`config.mk`:
```
export PLATFORM = sky130hd
export DESIGN_NAME = teredo_header_parser_top
export DESIGN_NICKNAME = d
export VERILOG_FILES = /design/src/sv/thp_pkg.sv /design/src/sv/thp_front.sv /design/src/sv/thp_parse.sv /design/src/sv/thp_outq.sv /design/src/sv/teredo_header_parser_top.sv
export VERILOG_INCLUDE_DIRS = /design/src /design/src/sv
export SDC_FILE = /design/constraint.sdc
export NUM_CORES = 1
export LEC_CHECK = 0
export BUFFER_PORTS_ARGS = -buffer_cell sky130_fd_sc_hd__buf_2
export CORE_MARGIN = 2
export CORE_UTILIZATION = 61
export DETAILED_ROUTE_END_ITERATION = 8
export PLACE_DENSITY = 0.84
export SLEW_MARGIN = 20
export SYNTH_ARGS = -nofsm -noshare
export SYNTH_HDL_FRONTEND = slang
export SYNTH_SLANG_ARGS = --single-unit
```
`constraint.sdc`:
```
create_clock -name clk -period 11.41 [get_ports clk]
set_input_delay 1.141 -clock clk [delete_from_list [all_inputs] [get_ports clk]]
set_output_delay 1.141 -clock clk [all_outputs]
set_load 0.01 [all_outputs]
```
`src/sv/teredo_header_parser_top_defines.svh`:
```
// ---------------------------------------------------------------------------
// Assertion macros for the Teredo header parser
// Concurrent checks, compiled out when ASSERT_OFF is defined.
// ---------------------------------------------------------------------------
`ifndef TEREDO_HEADER_PARSER_TOP_DEFINES_SVH
`define TEREDO_HEADER_PARSER_TOP_DEFINES_SVH

`ifndef ASSERT_OFF

`define THP_ASSERT(lbl, clk, rst_n, prop, msg) \
  lbl: assert property (@(posedge clk) disable iff (!rst_n) (prop)) else $error(msg);

`define THP_ASSERT_IMP(lbl, clk, rst_n, ante, cons, msg) \
  lbl: assert property (@(posedge clk) disable iff (!rst_n) (ante) |-> (cons)) else $error(msg);

`define THP_ASSERT_NEXT(lbl, clk, rst_n, ante, cons, msg) \
  lbl: assert property (@(posedge clk) disable iff (!rst_n) (ante) |=> (cons)) else $error(msg);

`else

`define THP_ASSERT(lbl, clk, rst_n, prop, msg)

`define THP_ASSERT_IMP(lbl, clk, rst_n, ante, cons, msg)

`define THP_ASSERT_NEXT(lbl, clk, rst_n, ante, cons, msg)

`endif

`endif

```
`src/sv/thp_pkg.sv`:
```
// ---------------------------------------------------------------------------
// Teredo header parser package
// Request and result types, parser phases, status codes and queue sizes.
// ---------------------------------------------------------------------------
package thp_pkg;

  localparam int unsigned MAX_PAYLOAD_BYTES = 65535;
  localparam int unsigned CNT_W             = 16;

  // Queue depths must be powers of two (pointers wrap)
  localparam int unsigned FQ_DEPTH = 4;
  localparam int unsigned FQ_AW    = $clog2(FQ_DEPTH);
  localparam int unsigned FQ_CW    = $clog2(FQ_DEPTH + 1);
  localparam int unsigned OQ_DEPTH = 2;
  localparam int unsigned OQ_AW    = $clog2(OQ_DEPTH);
  localparam int unsigned OQ_CW    = $clog2(OQ_DEPTH + 1);

  localparam logic [CNT_W-1:0] MAX_COUNT = CNT_W'(MAX_PAYLOAD_BYTES);

  localparam logic [CNT_W:0]  ORIGIN_LEN    = 17'd8;
  localparam logic [CNT_W:0]  AUTH_BASE_LEN = 17'd13;
  localparam logic [CNT_W:0]  IPV6_MIN_LEN  = 17'd40;
  localparam logic [CNT_W:0]  NONCE_SPAN    = 17'd9;
  localparam logic [3:0]      IPV6_NIBBLE   = 4'h6;
  localparam logic [15:0]     PORT_MASK     = 16'hFFFF;
  localparam logic [31:0]     ADDR_MASK     = 32'hFFFF_FFFF;

  typedef enum logic [2:0] {
    PH_TAG_HI = 3'd0,
    PH_TAG_LO = 3'd1,
    PH_ORIGIN = 3'd2,
    PH_AUTH   = 3'd3,
    PH_IPV6   = 3'd4,
    PH_DONE   = 3'd5
  } thp_phase_t;

  typedef enum logic [2:0] {
    ST_OK           = 3'd0,
    ST_SHORT_TAG    = 3'd1,
    ST_SHORT_ORIGIN = 3'd2,
    ST_SHORT_AUTH   = 3'd3,
    ST_SHORT_IPV6   = 3'd4,
    ST_MISORDER     = 3'd5,
    ST_BAD_TAG      = 3'd6
  } thp_status_t;

  typedef struct packed {
    logic [7:0] data_byte;
    logic       last_byte;
  } thp_in_t;

  // Byte as held in the front queue, with its classification
  typedef struct packed {
    logic [7:0] data_byte;
    logic       last_byte;
    logic       is_zero;
    logic       is_one;
    logic       is_v6;
  } thp_fq_t;

  typedef struct packed {
    thp_status_t status;
    logic        has_auth;
    logic        has_origin;
    logic [7:0]  cid_length;
    logic [7:0]  auth_value_length;
    logic [63:0] auth_nonce;
    logic [7:0]  auth_confirmation;
    logic [15:0] origin_port;
    logic [31:0] origin_addr;
    logic [9:0]  inner_offset;
    logic [15:0] inner_length;
  } thp_out_t;

endpackage

```
`src/sv/thp_front.sv`:
```
// ---------------------------------------------------------------------------
// Teredo header parser front end
// Accepts payload bytes, classifies them for tag decoding and queues them.
// ---------------------------------------------------------------------------
`include "teredo_header_parser_top_defines.svh"

module thp_front (
  input  logic               clk,
  input  logic               rst_n,
  input  logic               in_push,
  output logic               in_full,
  input  thp_pkg::thp_in_t   in_item,
  output logic               fq_valid,
  input  logic               fq_pop,
  output thp_pkg::thp_fq_t   fq_item
);

  thp_pkg::thp_fq_t              mem_r [thp_pkg::FQ_DEPTH];
  logic [thp_pkg::FQ_AW-1:0]     wr_ptr_r, wr_ptr_nxt;
  logic [thp_pkg::FQ_AW-1:0]     rd_ptr_r, rd_ptr_nxt;
  logic [thp_pkg::FQ_CW-1:0]     count_r, count_nxt;
  logic                          do_push, do_pop;
  thp_pkg::thp_fq_t              cls;

  assign in_full  = (count_r == thp_pkg::FQ_CW'(thp_pkg::FQ_DEPTH));
  assign fq_valid = (count_r != '0);
  assign do_push  = in_push && !in_full;
  assign do_pop   = fq_pop && fq_valid;
  assign fq_item  = mem_r[rd_ptr_r];

  always_comb begin
    cls.data_byte = in_item.data_byte;
    cls.last_byte = in_item.last_byte;
    cls.is_zero   = (in_item.data_byte == 8'd0);
    cls.is_one    = (in_item.data_byte == 8'd1);
    cls.is_v6     = (in_item.data_byte[7:4] == thp_pkg::IPV6_NIBBLE);
  end

  always_comb begin
    wr_ptr_nxt = do_push ? wr_ptr_r + 1'b1 : wr_ptr_r;
    rd_ptr_nxt = do_pop  ? rd_ptr_r + 1'b1 : rd_ptr_r;
    count_nxt  = count_r;
    if (do_push && !do_pop) begin
      count_nxt = count_r + 1'b1;
    end else if (do_pop && !do_push) begin
      count_nxt = count_r - 1'b1;
    end
  end

  always_ff @(posedge clk) begin
    if (!rst_n) begin
      wr_ptr_r <= '0;
      rd_ptr_r <= '0;
      count_r  <= '0;
    end else begin
      wr_ptr_r <= wr_ptr_nxt;
      rd_ptr_r <= rd_ptr_nxt;
      count_r  <= count_nxt;
    end
  end

  always_ff @(posedge clk) begin
    if (do_push) begin
      mem_r[wr_ptr_r] <= cls;
    end
  end

  `THP_ASSERT(a_fq_bound, clk, rst_n, count_r <= thp_pkg::FQ_CW'(thp_pkg::FQ_DEPTH), "front queue overflow")
  `THP_ASSERT_NEXT(a_fq_grow, clk, rst_n, do_push && !do_pop, count_r == $past(count_r) + 1'b1, "front queue count did not advance")

endmodule

```
`src/sv/thp_parse.sv`:
```
// ---------------------------------------------------------------------------
// Teredo header parser back end
// Walks tags one byte per cycle (oq_full stalls last bytes); forms verdicts.
// ---------------------------------------------------------------------------
`include "teredo_header_parser_top_defines.svh"

module thp_parse (
  input  logic               clk,
  input  logic               rst_n,
  input  logic               fq_valid,
  output logic               fq_pop,
  input  thp_pkg::thp_fq_t   fq_item,
  input  logic               oq_full,
  output logic               oq_push,
  output thp_pkg::thp_out_t  oq_item
);

  localparam int unsigned CW = thp_pkg::CNT_W;

  thp_pkg::thp_phase_t  phase_r, phase_nxt;
  thp_pkg::thp_status_t verdict_r, verdict_nxt;
  logic [CW-1:0]        byte_count_r, byte_count_nxt;
  logic [CW-1:0]        inner_start_r, inner_start_nxt;
  logic [CW:0]          header_end_r, header_end_nxt;
  logic                 saw_origin_r, saw_origin_nxt;
  logic                 saw_auth_r, saw_auth_nxt;
  logic                 th_zero_r, th_zero_nxt;
  logic                 th_v6_r, th_v6_nxt;
  logic [7:0]           id_length_r, id_length_nxt;
  logic [7:0]           value_length_r, value_length_nxt;
  logic [63:0]          nonce_shift_r, nonce_shift_nxt;
  logic [7:0]           confirm_byte_r, confirm_byte_nxt;
  logic [15:0]          port_reg_r, port_reg_nxt;
  logic [31:0]          addr_reg_r, addr_reg_nxt;

  logic                 take;
  logic [CW-1:0]        rel;
  logic [CW:0]          pos_p1, pos_p9;
  logic [7:0]           b;
  thp_pkg::thp_status_t status;
  logic                 ok;

  // Stall only a final byte whose result has nowhere to go
  assign take    = fq_valid && !(fq_item.last_byte && oq_full);
  assign fq_pop  = take;
  assign oq_push = take && fq_item.last_byte;

  assign b      = fq_item.data_byte;
  assign rel    = byte_count_r - inner_start_r;
  assign pos_p1 = {1'b0, byte_count_r} + 17'd1;
  assign pos_p9 = {1'b0, byte_count_r} + thp_pkg::NONCE_SPAN;

  // Next state
  always_comb begin
    phase_nxt        = phase_r;
    verdict_nxt      = verdict_r;
    byte_count_nxt   = byte_count_r;
    inner_start_nxt  = inner_start_r;
    header_end_nxt   = header_end_r;
    saw_origin_nxt   = saw_origin_r;
    saw_auth_nxt     = saw_auth_r;
    th_zero_nxt      = th_zero_r;
    th_v6_nxt        = th_v6_r;
    id_length_nxt    = id_length_r;
    value_length_nxt = value_length_r;
    nonce_shift_nxt  = nonce_shift_r;
    confirm_byte_nxt = confirm_byte_r;
    port_reg_nxt     = port_reg_r;
    addr_reg_nxt     = addr_reg_r;
    // Drop bytes past the maximum payload length
    if (byte_count_r < thp_pkg::MAX_COUNT) begin
      byte_count_nxt = byte_count_r + 1'b1;
      case (phase_r)
        thp_pkg::PH_TAG_HI: begin
          inner_start_nxt = byte_count_r;
          th_zero_nxt     = fq_item.is_zero;
          th_v6_nxt       = fq_item.is_v6;
          phase_nxt       = thp_pkg::PH_TAG_LO;
        end
        thp_pkg::PH_TAG_LO: begin
          if (th_zero_r && fq_item.is_zero) begin
            if (saw_origin_r) begin
              verdict_nxt = thp_pkg::ST_MISORDER;
              phase_nxt   = thp_pkg::PH_DONE;
            end else begin
              header_end_nxt = {1'b0, inner_start_r} + thp_pkg::ORIGIN_LEN;
              phase_nxt      = thp_pkg::PH_ORIGIN;
            end
          end else if (th_zero_r && fq_item.is_one) begin
            if (saw_origin_r || saw_auth_r) begin
              verdict_nxt = thp_pkg::ST_MISORDER;
              phase_nxt   = thp_pkg::PH_DONE;
            end else begin
              phase_nxt = thp_pkg::PH_AUTH;
            end
          end else if (th_v6_r) begin
            header_end_nxt = {1'b0, inner_start_r} + thp_pkg::IPV6_MIN_LEN;
            phase_nxt      = thp_pkg::PH_IPV6;
          end else begin
            verdict_nxt = thp_pkg::ST_BAD_TAG;
            phase_nxt   = thp_pkg::PH_DONE;
          end
        end
        thp_pkg::PH_ORIGIN: begin
          if (rel < 16'd4) begin
            port_reg_nxt = {port_reg_r[7:0], b};
          end else begin
            addr_reg_nxt = {addr_reg_r[23:0], b};
          end
          if (pos_p1 == header_end_r) begin
            saw_origin_nxt = 1'b1;
            phase_nxt      = thp_pkg::PH_TAG_HI;
          end
        end
        thp_pkg::PH_AUTH: begin
          if (rel == 16'd2) begin
            id_length_nxt = b;
          end else if (rel == 16'd3) begin
            value_length_nxt = b;
            header_end_nxt   = {1'b0, inner_start_r} + thp_pkg::AUTH_BASE_LEN
                               + {9'd0, id_length_r} + {9'd0, b};
          end else if (pos_p1 == header_end_r) begin
            confirm_byte_nxt = b;
            saw_auth_nxt     = 1'b1;
            phase_nxt        = thp_pkg::PH_TAG_HI;
          end else if (pos_p9 >= header_end_r) begin
            nonce_shift_nxt = {nonce_shift_r[55:0], b};
          end
        end
        thp_pkg::PH_IPV6: begin
          if (pos_p1 == header_end_r) begin
            verdict_nxt = thp_pkg::ST_OK;
            phase_nxt   = thp_pkg::PH_DONE;
          end
        end
        default: begin
        end
      endcase
    end
  end

  // Result for the final byte
  always_comb begin
    case (phase_nxt)
      thp_pkg::PH_DONE:   status = verdict_nxt;
      thp_pkg::PH_ORIGIN: status = thp_pkg::ST_SHORT_ORIGIN;
      thp_pkg::PH_AUTH:   status = thp_pkg::ST_SHORT_AUTH;
      thp_pkg::PH_IPV6:   status = thp_pkg::ST_SHORT_IPV6;
      default:            status = thp_pkg::ST_SHORT_TAG;
    endcase
    ok = (status == thp_pkg::ST_OK);
    oq_item                   = '0;
    oq_item.status            = status;
    if (ok && saw_auth_nxt) begin
      oq_item.has_auth          = 1'b1;
      oq_item.cid_length        = id_length_nxt;
      oq_item.auth_value_length = value_length_nxt;
      oq_item.auth_nonce        = nonce_shift_nxt;
      oq_item.auth_confirmation = confirm_byte_nxt;
    end
    if (ok && saw_origin_nxt) begin
      oq_item.has_origin  = 1'b1;
      oq_item.origin_port = port_reg_nxt ^ thp_pkg::PORT_MASK;
      oq_item.origin_addr = addr_reg_nxt ^ thp_pkg::ADDR_MASK;
    end
    if (ok) begin
      oq_item.inner_offset = inner_start_nxt[9:0];
      oq_item.inner_length = byte_count_nxt - inner_start_nxt;
    end
  end

  // Control state; clear after the final byte so the next payload starts fresh
  always_ff @(posedge clk) begin
    if (!rst_n) begin
      phase_r       <= thp_pkg::PH_TAG_HI;
      verdict_r     <= thp_pkg::ST_OK;
      byte_count_r  <= '0;
      inner_start_r <= '0;
      header_end_r  <= '0;
      saw_origin_r  <= 1'b0;
      saw_auth_r    <= 1'b0;
      th_zero_r     <= 1'b0;
      th_v6_r       <= 1'b0;
    end else if (take) begin
      if (fq_item.last_byte) begin
        phase_r       <= thp_pkg::PH_TAG_HI;
        verdict_r     <= thp_pkg::ST_OK;
        byte_count_r  <= '0;
        inner_start_r <= '0;
        header_end_r  <= '0;
        saw_origin_r  <= 1'b0;
        saw_auth_r    <= 1'b0;
        th_zero_r     <= 1'b0;
        th_v6_r       <= 1'b0;
      end else begin
        phase_r       <= phase_nxt;
        verdict_r     <= verdict_nxt;
        byte_count_r  <= byte_count_nxt;
        inner_start_r <= inner_start_nxt;
        header_end_r  <= header_end_nxt;
        saw_origin_r  <= saw_origin_nxt;
        saw_auth_r    <= saw_auth_nxt;
        th_zero_r     <= th_zero_nxt;
        th_v6_r       <= th_v6_nxt;
      end
    end
  end

  // Extracted fields are fully rewritten before they are reported
  always_ff @(posedge clk) begin
    if (take) begin
      id_length_r    <= id_length_nxt;
      value_length_r <= value_length_nxt;
      nonce_shift_r  <= nonce_shift_nxt;
      confirm_byte_r <= confirm_byte_nxt;
      port_reg_r     <= port_reg_nxt;
      addr_reg_r     <= addr_reg_nxt;
    end
  end

  `THP_ASSERT_IMP(a_push_on_last, clk, rst_n, oq_push, fq_valid && fq_item.last_byte && !oq_full, "result pushed without a final byte or into a full queue")
  `THP_ASSERT_NEXT(a_restart, clk, rst_n, oq_push, phase_r == thp_pkg::PH_TAG_HI && byte_count_r == '0, "parser did not restart after a result")
  `THP_ASSERT_IMP(a_ok_in_done, clk, rst_n, oq_push && oq_item.status == thp_pkg::ST_OK, phase_nxt == thp_pkg::PH_DONE, "ok verdict outside the done phase")

endmodule

```
`src/sv/thp_outq.sv`:
```
// ---------------------------------------------------------------------------
// Teredo header parser result queue
// Holds finished verdicts until the consumer pops them.
// ---------------------------------------------------------------------------
module thp_outq (
  input  logic              clk,
  input  logic              rst_n,
  input  logic              oq_push,
  output logic              oq_full,
  input  thp_pkg::thp_out_t oq_item,
  output logic              out_empty,
  input  logic              out_pop,
  output thp_pkg::thp_out_t out_item
);

  thp_pkg::thp_out_t          mem_r [thp_pkg::OQ_DEPTH];
  logic [thp_pkg::OQ_AW-1:0]  wr_ptr_r, wr_ptr_nxt;
  logic [thp_pkg::OQ_AW-1:0]  rd_ptr_r, rd_ptr_nxt;
  logic [thp_pkg::OQ_CW-1:0]  count_r, count_nxt;
  logic                       do_push, do_pop;

  assign oq_full   = (count_r == thp_pkg::OQ_CW'(thp_pkg::OQ_DEPTH));
  assign out_empty = (count_r == '0);
  assign do_push   = oq_push && !oq_full;
  assign do_pop    = out_pop && !out_empty;
  assign out_item  = mem_r[rd_ptr_r];

  always_comb begin
    wr_ptr_nxt = do_push ? wr_ptr_r + 1'b1 : wr_ptr_r;
    rd_ptr_nxt = do_pop  ? rd_ptr_r + 1'b1 : rd_ptr_r;
    count_nxt  = count_r;
    if (do_push && !do_pop) begin
      count_nxt = count_r + 1'b1;
    end else if (do_pop && !do_push) begin
      count_nxt = count_r - 1'b1;
    end
  end

  always_ff @(posedge clk) begin
    if (!rst_n) begin
      wr_ptr_r <= '0;
      rd_ptr_r <= '0;
      count_r  <= '0;
    end else begin
      wr_ptr_r <= wr_ptr_nxt;
      rd_ptr_r <= rd_ptr_nxt;
      count_r  <= count_nxt;
    end
  end

  always_ff @(posedge clk) begin
    if (do_push) begin
      mem_r[wr_ptr_r] <= oq_item;
    end
  end

endmodule

```
`src/sv/teredo_header_parser_top.sv`:
```
// The parser forms a verdict as it pops a final byte; the result queue holds it for out_item.
// Throughput: one payload byte per cycle unless a final byte waits on a full result queue.
// A four-entry byte queue and a two-entry result queue let each side stall on its own.
// in_full rises only when the byte queue holds four bytes, the oldest a final byte held
// back by a full result queue.
// Reset: synchronous, active low; clears both queues and the parser control state.
// ---------------------------------------------------------------------------
// Teredo header parser top level
// Byte-serial Teredo encapsulation header parser with queue interfaces.
// ---------------------------------------------------------------------------
module teredo_header_parser_top (
  input  logic              clk,
  input  logic              rst_n,
  input  logic              in_push,
  output logic              in_full,
  input  thp_pkg::thp_in_t  in_item,
  output logic              out_empty,
  input  logic              out_pop,
  output thp_pkg::thp_out_t out_item
);

  thp_pkg::thp_fq_t   fq_item;
  logic               fq_valid;
  logic               fq_pop;
  thp_pkg::thp_out_t  oq_item;
  logic               oq_push;
  logic               oq_full;

  thp_front u_front (
    .clk      (clk),
    .rst_n    (rst_n),
    .in_push  (in_push),
    .in_full  (in_full),
    .in_item  (in_item),
    .fq_valid (fq_valid),
    .fq_pop   (fq_pop),
    .fq_item  (fq_item)
  );

  thp_parse u_parse (
    .clk       (clk),
    .rst_n     (rst_n),
    .fq_valid  (fq_valid),
    .fq_pop    (fq_pop),
    .fq_item   (fq_item),
    .oq_full   (oq_full),
    .oq_push   (oq_push),
    .oq_item   (oq_item)
  );

  thp_outq u_outq (
    .clk       (clk),
    .rst_n     (rst_n),
    .oq_push   (oq_push),
    .oq_full   (oq_full),
    .oq_item   (oq_item),
    .out_empty (out_empty),
    .out_pop   (out_pop),
    .out_item  (out_item)
  );

endmodule
```
# Word level (Yosys, flattened, before mapping)
# Memories as Yosys holds them, arrays and structs flattened. A register that Yosys moved wholly into a read port is not among the register bits.
# Index checks and enable logic that the tools add are counted.
# op_classes
addsub	18
n_lt_le_gt_ge	3
eq_ne	20
n_mux	93
n_bitwise	2
n_reduce_logical	36
# ops
cell	count
64-bit two-way mux	6
17-bit two-way mux	8
16-bit two-way mux	8
32-bit two-way mux	3
8-bit two-way mux	12
88-bit two-way mux	1
3-bit two-way mux	20
16-bit by 4-bit adder with 17-bit output (second input constant)	3
48-bit two-way mux	1
17-bit by 8-bit adder with 17-bit output	2
17-bit one-hot mux with 2 select lines	1
16-bit by 2-bit == test with 1-bit output (second input constant)	2
32-bit inverter	1
16-bit subtractor	2
26-bit two-way mux	1
1-bit two-way mux	25
16-bit by 1-bit adder with 17-bit output (second input constant)	1
16-bit by 6-bit adder with 17-bit output (second input constant)	1
17-bit == test	1
17-bit greater-or-equal comparator	1
16-bit by 1-bit adder with 16-bit output (second input constant)	1
16-bit < comparator (second input constant)	1
16-bit by 3-bit < comparator with 1-bit output (second input constant)	1
16-bit inverter	1
other kinds (30)	68
# word_totals
reg_bits	206
mem_bits_rw	382
n_memories	2
# mem_list
memory	depth	width	read_ports	rd_ports_with_merged_regs	wr	line_no	text
u_outq.mem_r	2	167	1	1	1	thp_outq.sv:16	thp_pkg::thp_out_t mem_r [thp_pkg::OQ_DEPTH];
u_front.mem_r	4	12	1	1	1	thp_front.sv:18	thp_pkg::thp_fq_t mem_r [thp_pkg::FQ_DEPTH];

# Logic depth before layout (Yosys ltp)
# depth
ltp_word	12
depth_mapped	21
depth_no_buf	19

# Modules after synthesis
# From an unflattened synthesis, not the netlist that was laid out.
# hier_totals
hier_cells	2230
hier_area_um2	29021.6
# by_module_without_submodules
mod	n_inst	cells_per_inst	area_each_um2	seq_area_each_um2
thp_parse	1	1568	13940.9	5265.0
thp_outq	1	545	12827.3	10129.7
thp_front	1	117	2253.4	1621.6

# Worst setup path after synthesis
# No wires, ideal clock.
# synth_timing
path_type	reg-to-reg
from	reg (tool-made name)
to	mem u_outq.mem_r[1][0] in the netlist's numbering (enable)
setup_time_ns	0.548
t_arrival_ns	9.826
required_time_ns	10.862
path_slack_ns	1.036
path_stages_with_launch	8
n_path_buf	2
synth_period_minus_slack_ns	10.374
cell_sequence	dfxtp_1 > buf_1 > mux4_2 > nand3b_1 > nand2_1 > inv_1 > clkbuf_1 > and3_1
# synth_rtl
element	line_no
end: declaration	thp_outq.sv:16

==> impl_metrics.json <==
{
  "synth_edf_count": 518,
  "drc": 0,
  "p_sw_w": 0.00264,
  "tritoncts": "yes",
  "ys.flop_type": "edfxtp_1",
  "fp.dieH_um": 218,
  "start_kind": "register",
  "startpoint": "u_parse.byte_count_r[1]$_SDFFE_PN0P_",
  "min_path_type": "reg2reg",
  "seq_power_share_pct": 43.1,
  "initial_core_util_pct": 61.8,
  "cp_max_fo": 20,
  "clk_pin_slew_worst_paths_ns": 0.06,
  "outcome": "finished, final reports clean",
  "synth.most_common_cell": "edfxtp_1",
  "period_needed_ns": 5.36,
  "drive_gt1_share_pct": 28.6,
  "cap_viol_max_count": 0,
  "chipWidth_um": 218,
  "comb_power_share_pct": 33.5,
  "worst_slew_pin_slew_ns": 1.06,
  "post-place-ws_ns": 6.07,
  "synth.area.top_cells": "edfxtp_1, mux2_2, dfxtp_1, ha_1, nor2b_1",
  "setup_viol": 0,
  "fillers": 3045,
  "num_vias": 17000,
  "rrSetupSlack_ns": 6.05,
  "dieArea_um2": 47700,
  "muxShareOfSynthArea_pct": 13.9,
  "hpwlAfterDp_um": 39900,
  "grt_max_degree": 143,
  "cts_buffer_depth": 3,
  "place_area_um2": 29400,
  "fin_area_um2": 31300,
  "critPathRequiredTime_ns": 11.74,
  "p_leak_nw": 11.5,
  "synth-seq-cells": 591,
  "syn_area_per_cell_um2": 13.9,
  "clkLatencyLatePin_ns": 0.63,
  "skew_ns": 0.0300,
  "reg2reg_from": "u_parse.byte_count_r[1]$_SDFFE_PN0P_",
  "power.share.clock_pct": 23.4,
  "numCtsBuffers": 56,
  "ctsHoldBuffers": 0,
  "drtAntennaViolNets": 0,
  "rsz0062_at_grt": "false",
  "end_kind": "register",
  "r2r_end": "u_outq.mem_r[1][15]$_DFFE_PP_",
  "max_freq_ghz": 0.187,
  "setup_ws_ns": 6.05,
  "synthSimpleGateAreaFrac_pct": 10.5,
  "netlist.area_leader.share_pct": 55.5,
  "synthToLayoutAreaGrowth_pct": 11.5,
  "async_reset_ff_share_pct": 0,
  "synth_cell_types": 75,
  "synthAdderAreaFrac_pct": 4.18,
  "fin_crit_sh_pct": 47.0,
  "cts_root_buf": "clkbuf_16",
  "fin_tns_setup_ns": 0,
  "nets": 2267,
  "core_area_um2": 45400,
  "p_sw_share_pct": 33.1,
  "power_density_nw_per_um2": 255,
  "pin_count": 182,
  "endpoint": "u_outq.mem_r[1][15]$_DFFE_PP_",
  "regArea_um2": 17000,
  "grtUsageTotal_pct": 24.9,
  "cts.sinks": 591,
  "drv_slew": 0,
  "ys_top_cells_by_count": "edfxtp_1, mux2_2, nor2b_1",
  "synth_compound_area_share_pct": 5.40,
  "synth_xor_xnor_area_share_pct": 2.87,
  "worst_ir_drop_vdd_uv": 328,
  "synth.cell_area_um2": 28000,
  "crit_type": "reg2reg",
  "yosysTopAreaCell": "edfxtp_1",
  "synth_top_family_by_area": "multiplexers",
  "wl_per_cell_um": 21.5,
  "synth_warnings": 0,
  "synthesis.nets": 2113,
  "io_buffers": 181,
  "postCtsSetupBuffers": 0,
  "multi_input_area_um2": 10400,
  "grt_pass1_wl_um": 91400,
  "grt_pass1_vias": 16600,
  "ys_seq_area_share_pct": 60.7,
  "antenna_found_initial": 5,
  "worstPathArrival_ns": 5.69,
  "r2r_cells": 19,
  "post_drt_via_cell_ratio": 6.04,
  "slew_headroom_pct": 29.5,
  "h-tree-depth": 2,
  "p_int_w": 0.00534,
  "overflow": 0,
  "hold_viol_final": 0,
  "drt_iter0_drc": 1543,
  "rows": 78,
  "gp_congestion": 0.941,
  "min_path_cells": 2,
  "dr.pass1.iters": 5,
  "routed_wl_um": 60500,
  "ctsResizeCount": 0,
  "syn-instance-count": 2013
}
flip-flops by register name, indices dropped and copies added (netlist names), 2 cells and up, named ones only:
| register | flops |
|---|---|
| u_front.mem_r | 48 |
| u_outq.count_r | 2 |
| u_parse.nonce_shift_r | 64 |
| u_parse.port_reg_r | 16 |
| u_parse.byte_count_r | 16 |
| u_parse.verdict_r | 3 |
| u_front.rd_ptr_r | 2 |
| u_parse.phase_r | 3 |
| u_parse.addr_reg_r | 32 |
| u_parse.value_length_r | 8 |
| u_front.count_r | 3 |
| u_front.wr_ptr_r | 2 |
| u_parse.header_end_r | 17 |
| u_parse.id_length_r | 8 |
| u_parse.confirm_byte_r | 8 |
| u_parse.inner_start_r | 16 |
| u_outq.mem_r | 334 |
layout by cell type, fill, tap and decap left out, types with 19 or more instances in the layout:
| cell | Yosys | layout |
|---|---|---|
| nand3_1 | 22 | 22 |
| o21ai_0 | 37 | 37 |
| nor3_1 | 26 | 25 |
| a21oi_1 | 44 | 43 |
| clkbuf_16 | 0 | 56 |
| xor2_1 | 22 | 22 |
| mux2_2 | 302 | 302 |
| nor2_1 | 90 | 87 |
| xnor2_1 | 62 | 62 |
| inv_1 | 67 | 66 |
| nand2_1 | 82 | 82 |
| and2b_1 | 29 | 29 |
| and2_1 | 27 | 27 |
| or3_1 | 19 | 19 |
| a21boi_0 | 19 | 19 |
| dfxtp_1 | 73 | 72 |
| mux2i_1 | 22 | 22 |
| ha_1 | 76 | 76 |
| nor2b_1 | 133 | 133 |
| buf_2 | 13 | 181 |
| edfxtp_1 | 518 | 518 |
kinds of logic after synthesis:
| group | Yosys count |
|---|---|
| buffers and inverters | 167 |
| AOI/OAI and AO/OA | 221 |
| muxes | 336 |
| adders and majority gates | 87 |
| DFF | 591 |
| and+or+nand+nor | 524 |
| xor gates and xnor gates | 87 |
worst min-delay path by stage:
stage,start,to
6_report,u_parse.header_end_r[1]$_SDFFE_PN0P_,u_parse.header_end_r[1]$_SDFFE_PN0P_
5_1_grt,u_parse.header_end_r[1]$_SDFFE_PN0P_,u_parse.header_end_r[1]$_SDFFE_PN0P_
4_1_cts,u_parse.header_end_r[1]$_SDFFE_PN0P_,u_parse.header_end_r[1]$_SDFFE_PN0P_
3_5_place_dp,u_parse.header_end_r[1]$_SDFFE_PN0P_,u_parse.header_end_r[1]$_SDFFE_PN0P_
3_3_place_gp,u_parse.header_end_r[2]$_SDFFE_PN0P_,u_parse.header_end_r[2]$_SDFFE_PN0P_
2_1_floorplan,u_parse.header_end_r[1]$_SDFFE_PN0P_,u_parse.header_end_r[1]$_SDFFE_PN0P_
final cells by class:
class                   instances  share of cell area, %
inverters                      67                  0.820
diodes                          1                0.00800
repair buffers                196                   3.30
clock buffers                  72                   4.71
clock inverters                33                   1.21
flip-flops and latches        591                   54.4
well taps                     600                   2.40
multi-input cells            1255                   33.1
power by group through the flow:
stage               combinational [W]  clock (W)  sequential (W)
floorplan                     0.00186          0         0.00347
finish                        0.00268    0.00186         0.00344
detailed placement            0.00266          0         0.00348
global placement              0.00261          0         0.00344
CTS                           0.00269    0.00189         0.00344
global route                  0.00290    0.00197         0.00349
metrics by stage:
step           utilization (%)  instances  hold slack [ns]  power [W]
2_1_floorplan                -       2013            0.441    0.00532
3_3_place_gp              64.8       2709            0.453    0.00605
3_5_place_dp              64.8       2709            0.464    0.00614
4_1_cts                   68.9       2814            0.472    0.00802
5_1_grt                   68.9       2814            0.504    0.00837
6_report                  68.9       2815            0.470    0.00798
worst max-delay path, cell delays in order, from the launching register on:
cell and delay (ns):
dfxtp_1 0.46, ha_1 0.27, nand3_2 0.28, nor4_1 0.47
buf_4 0.23, or2_2 0.13, nor3_2 0.03, buf_4 0.25
mux2i_1 0.43, ha_1 0.32, nor2b_1 0.14, o21a_1 0.18
o21ai_0 0.27, a211oi_1 0.17, a41o_1 0.29, o41ai_1 0.53
o2111ai_1 0.21, a21oi_1 0.20, xnor2_1 0.14, nor2_1 0.08
layer usage:
| layer | GRT usage (%) | vias up | share of wire (%) |
|---|---|---|---|
| li1 | - | 7785 | - |
| met1 | 33.3 | 8504 | 42 |
| met2 | 42.0 | 598 | 50 |
| met3 | 4.34 | 111 | 6.1 |
| met4 | 7.30 | 0 | 2.5 |
| met5 | 0 | - | 0 |
No activity file was read; power rests on OpenSTA's default activity.
